**config.mk**
```make
export PLATFORM = sky130hd
export DESIGN_NAME = seq_store
export DESIGN_NICKNAME = d
export VERILOG_FILES = /design/src/rtl/core/seq_pkg.sv /design/src/rtl/core/seq_store.sv
export SDC_FILE = /design/constraint.sdc
export NUM_CORES = 2
export LEC_CHECK = 0
export BUFFER_PORTS_ARGS = -buffer_cell sky130_fd_sc_hd__buf_2
export CORE_MARGIN = 2
export CORE_UTILIZATION = 48
export CTS_CLUSTER_DIAMETER = 80
export DETAILED_ROUTE_END_ITERATION = 7
export PLACE_DENSITY_LB_ADDON = 0.08
export SYNTH_ARGS = -nofsm -noshare
export SYNTH_HDL_FRONTEND = slang
export SYNTH_MEMORY_MAX_BITS = 65536
export SYNTH_SLANG_ARGS = --single-unit
```
**constraint.sdc**
```tcl
create_clock -name clock -period 10.24 [get_ports clock]
set_input_delay 0.512 -clock clock [delete_from_list [all_inputs] [get_ports clock]]
set_output_delay 0.512 -clock clock [all_outputs]
set_load 0.005 [all_outputs]
```
**src/rtl/core/seq_pkg.sv**
```systemverilog
// ----------------------------------------------------------------------------
// seq_pkg: shared types and constants of the sorted event queue
// Entry layout, memory port bundle, operation and status codes, and the
// sequencer states.
// ----------------------------------------------------------------------------
package seq_pkg;

   localparam int QUEUE_DEPTH = 64;
   localparam int TAG_BITS    = 16;
   localparam int KEY_BITS    = 40;
   localparam int POS_BITS    = 7;
   localparam int ECNT_BITS   = 7;

   localparam int ADDR_BITS = (QUEUE_DEPTH > 1) ? $clog2(QUEUE_DEPTH) : 1;
   localparam int CNT_BITS  = $clog2(QUEUE_DEPTH + 1);
   localparam int CMP_BITS  = (CNT_BITS > POS_BITS) ? CNT_BITS : POS_BITS;

   typedef enum logic [1:0] {
      OP_INSERT = 2'd0,
      OP_PEEK   = 2'd1,
      OP_POP    = 2'd2,
      OP_MODIFY = 2'd3
   } op_type;

   typedef enum logic [1:0] {
      ST_OK     = 2'd0,
      ST_EMPTY  = 2'd1,
      ST_FULL   = 2'd2,
      ST_BADPOS = 2'd3
   } status_type;

   typedef enum logic [2:0] {
      S_IDLE,
      S_SCAN,
      S_SHIFT_UP,
      S_PLACE,
      S_HEAD,
      S_SHIFT_DOWN
   } state_type;

   typedef struct packed {
      logic [KEY_BITS-1:0] key;
      logic [TAG_BITS-1:0] desc;
      logic [TAG_BITS-1:0] prio;
   } entry_type;

   typedef struct packed {
      logic                 wr_en;
      logic [ADDR_BITS-1:0] wr_addr;
      entry_type            wr_data;
      logic [ADDR_BITS-1:0] rd_addr;
   } mem_req_type;

endpackage

```
**src/rtl/core/seq_store.sv**
```systemverilog
// ----------------------------------------------------------------------------
// seq_store: entry memory of the sorted event queue
// One write port and one read port per cycle; read data is registered.
// ----------------------------------------------------------------------------
module seq_store (
   input  logic                clock,
   input  seq_pkg::mem_req_type mem_req,
   output seq_pkg::entry_type  rd_data
);

   seq_pkg::entry_type store_ff [seq_pkg::QUEUE_DEPTH];
   seq_pkg::entry_type rd_data_ff;

   always_ff @(posedge clock) begin
      if (mem_req.wr_en) begin
         store_ff[mem_req.wr_addr] <= mem_req.wr_data;
      end
      rd_data_ff <= store_ff[mem_req.rd_addr];
   end

   assign rd_data = rd_data_ff;

endmodule

```
* After elaboration in Yosys (flattened, before gate mapping)
Memories as Yosys holds them, arrays and structs flattened. A register that Yosys moved wholly into a read port is not among the register bits.
Index checks and enable logic that the tools add are counted.
** Cells by class
- Muxes and demuxes :: 2
** Operator list (count)
- $mux W1 :: 2
** Word-level totals
- RAM bits :: 4608
- Memories :: 1
- Output and inout bits :: 72
- Input port bits :: 86
- Flip-flop bits (word level) :: 0
** Memory list
- store_ff :: words 64, width 72, rd ports 1, clocked after Yosys merged registers in 1, wr ports 1, RTL line seq_store.sv:11 : seq_pkg::entry_type store_ff [seq_pkg::QUEUE_DEPTH];

* Logic depth before layout (Yosys ltp)
- Depth after elaboration :: 2
- Depth in mapped cells :: 8
- Gate-level depth less buffers :: 4

* Worst setup path before layout
Ideal clock, no wire load.
- Path type :: input to register
- From :: input port mem_req[81] (netlist name)
- To :: memory store_ff[48][0] (netlist name), enable pin
- Slack :: 3.729 ns
- Buffers on the path :: 1
- Data arrival time :: 5.920 ns
- Setup time :: 0.590 ns
- Cell stages on the path :: 4
- Cells stage by stage :: clkbuf_1 -> nor2b_1 -> nand4b_1 -> nor3_1
** RTL lines
- start: declaration :: RTL line seq_store.sv:7 : input seq_pkg::mem_req_type mem_req,
- end: declaration :: RTL line seq_store.sv:11
Straight into the memory's write port.

==> metrics.yaml <==
drive_above_1_share: 0.2803
crit_fanout: 57
hold_path.class: "in2reg"
nets: 7842
cts.sinks: 4680
vias: 86385
period_needed_ns: 3.658
synth_area_leaders: "edfxtp_1 79%, mux4_2 15%, a22oi_1 1.2%"
gp_congestion: 0.7655
syn-cell-area_sq_mm: 0.1752
via_per_inst: 6.657
grt_overflow: 0
synthDistinctLibCells: 27
ir_worst_vdd_mv: 0.1565
antenna_found_initial: 52
cpMostUsedCell: "buf_4"
dpl.hpwl_um: 275000
tns_ns: 0
synth_enable_flop_cells: 4608
fmax_ghz: 0.2733
worstMarginPinSlew_ns: 1.300
post_drt_wl_per_cell_um: 40.67
outcome: "complete, no violations"
yosysSeqAreaShare: 0.7980
crit_chain: "buf_8 -> buf_4 -> buf_4 -> buf_4 -> mux4_2 -> o22ai_1 -> nor2_1 -> o211a_1"
cts_resized: 0
slew_violations: 0
syn_inst: 7305
die_x_um: 608.2
synth_top_area_share: 0.7897
leakage_nw: 61.27
dp_worst_setup_slack_ns: 5.556
setup_viol: 0
start_kind: "input pin"
ant_nets: 0
cp_data_required_time_ns: 11.11
synthTopCellsByCount: "4608 x edfxtp_1, 1152 x mux4_2, 288 x a22oi_1, 190 x buf_2, 144 x o22ai_1"
core_sq_mm: 0.3628
critPathMaxStageDelay_ns: 0.89
max-cap-violations: 0
total_power_mw: 39.98
avgSynthCellArea_sq_um: 23.99
cp_slowest_cell: "buf_4"
syn_nets: 7391
die_height_um: 608.2
synthFlopType: "edfxtp_1"
crit_path_end_kind: "register"
ctsHtreeMaxLevel: 5
dr.pass1.iters: 5
ctsLongestPathBuffers: 4
powerDensity_mw_per_mm2: 202.3
track_usage: 0.2828
drtIter0Drc: 13117
row_count: 221
grt_pass1_vias: 85981
ys_async_sr_fraction: 0
worstSetupPathType: "in2reg"
hold_viol: 0
drt_wl_total_um: 527800
max-slew-margin-rel: 0.1332
start_util: 0.4830
port_buffers: 157
syn_to_final_growth_pct: 12.80
clock_latency_ns: 1.00
post-cts-setup-buffers: 0
grt_start_max_net_pins: 112
rsz0062_at_grt: "no"
setup_ws_ns: 6.582
r2r_slack_ns: 8.25
drc_errors: 0
cts_hold_buf: 0
synth_most_common_cell: "edfxtp_1"
clock_skew_ns: 0.04477
dieArea_sq_mm: 0.3699
io-pin-count: 158
clockRootBuffer: "clkbuf_16"
yosys_warnings: 0
cts_buffers: 475
synth-seq-cells: 4680
clkTransAtPathRegs_ns: 0.06
finalCritPeriodShare: 0.3573
grt_pass1_wl_um: 718100
cts_tree: "built"
cp.arrival_ns: 4.53
yosysTopAreaCell: "edfxtp_1"
hold-worst-slack_ns: 0.1293
==> worst paths after layout <==
check / start / endpoint / depth (start not counted)
hold / removal: mem_req[80] / store_ff[53][22] / 3
setup / recovery: mem_req[2] / rd_data[21] / 8
hold reg to reg: store_ff[45][8] / rd_data[8] / 4
setup reg to reg: store_ff[46][32] / rd_data[32] / 4
==> flip-flops by register name, summed over array words and instances, names as in the netlist <==
name / cells
rd_data: 72
store_ff: 4608
==> area by class of cell <==
type	count	area [sq um]
fillers	27298	165100
repair buffers	392	2813
multi-input cells	2207	33950
well taps	4794	5998
diodes	18	45.04
flip-flops and latches	4680	139800
clock inverters	265	2258
clock buffers	620	12770
==> worst max-delay path: cells and delay by family <==
family,cells,cell delay (ns)
and+or+nand+nor,1,0.10
AOI/OAI and AO/OA,2,0.44
buffers and inverters,4,2.84
muxes,1,0.42
==> cell families after synthesis <==
kind of cell | synth area share
DFF | 0.7980
muxes | 0.1542
AOI/OAI and AO/OA | 0.02738
buffers and inverters | 0.01160
and+or+nand+nor | 0.008819
==> stage by stage <==
step / cell area, sq um / utilization / cells
after floorplan: 175200 / - / 7305
after global placement: 182600 / 0.5032 / 12073
after detailed placement: 182600 / 0.5032 / 12073
after CTS: 197600 / 0.5447 / 12958
after global routing: 197600 / 0.5447 / 12960
final: 197600 / 0.5448 / 12976
==> cells in the final DEF, fill, tap and decap left out, types with 35 or more instances in the layout <==
cell          n
a22oi_1     288
o211a_1      72
mux2i_1     108
o221ai_1     54
bufinv_16    35
mux4_2     1152
dfxtp_1      72
clkinv_2     91
nor2_1       56
buf_2       153
nor2_4       64
clkbuf_1    118
clkinv_1    110
o22ai_1     144
buf_4       218
nand3_1     127
a211oi_1     72
edfxtp_1   4608
clkbuf_16   481
==> where the power goes <==
part           switching [mW]  internal (mW)  total [mW]
sequential             0.0868           21.2        21.3
clock                    7.25           9.62        16.9
combinational            1.17          0.636        1.80
==> routing by layer <==
layer / global-route usage / up-vias / routed length (um)
met5: 0 / - / 77
met4: 0.06079 / 12 / 12000
met3: 0.04868 / 718 / 49410
met2: 0.4479 / 4690 / 251400
met1: 0.4168 / 48199 / 214900
li1: - / 32766 / -
(Power assumes the default switching activity.)
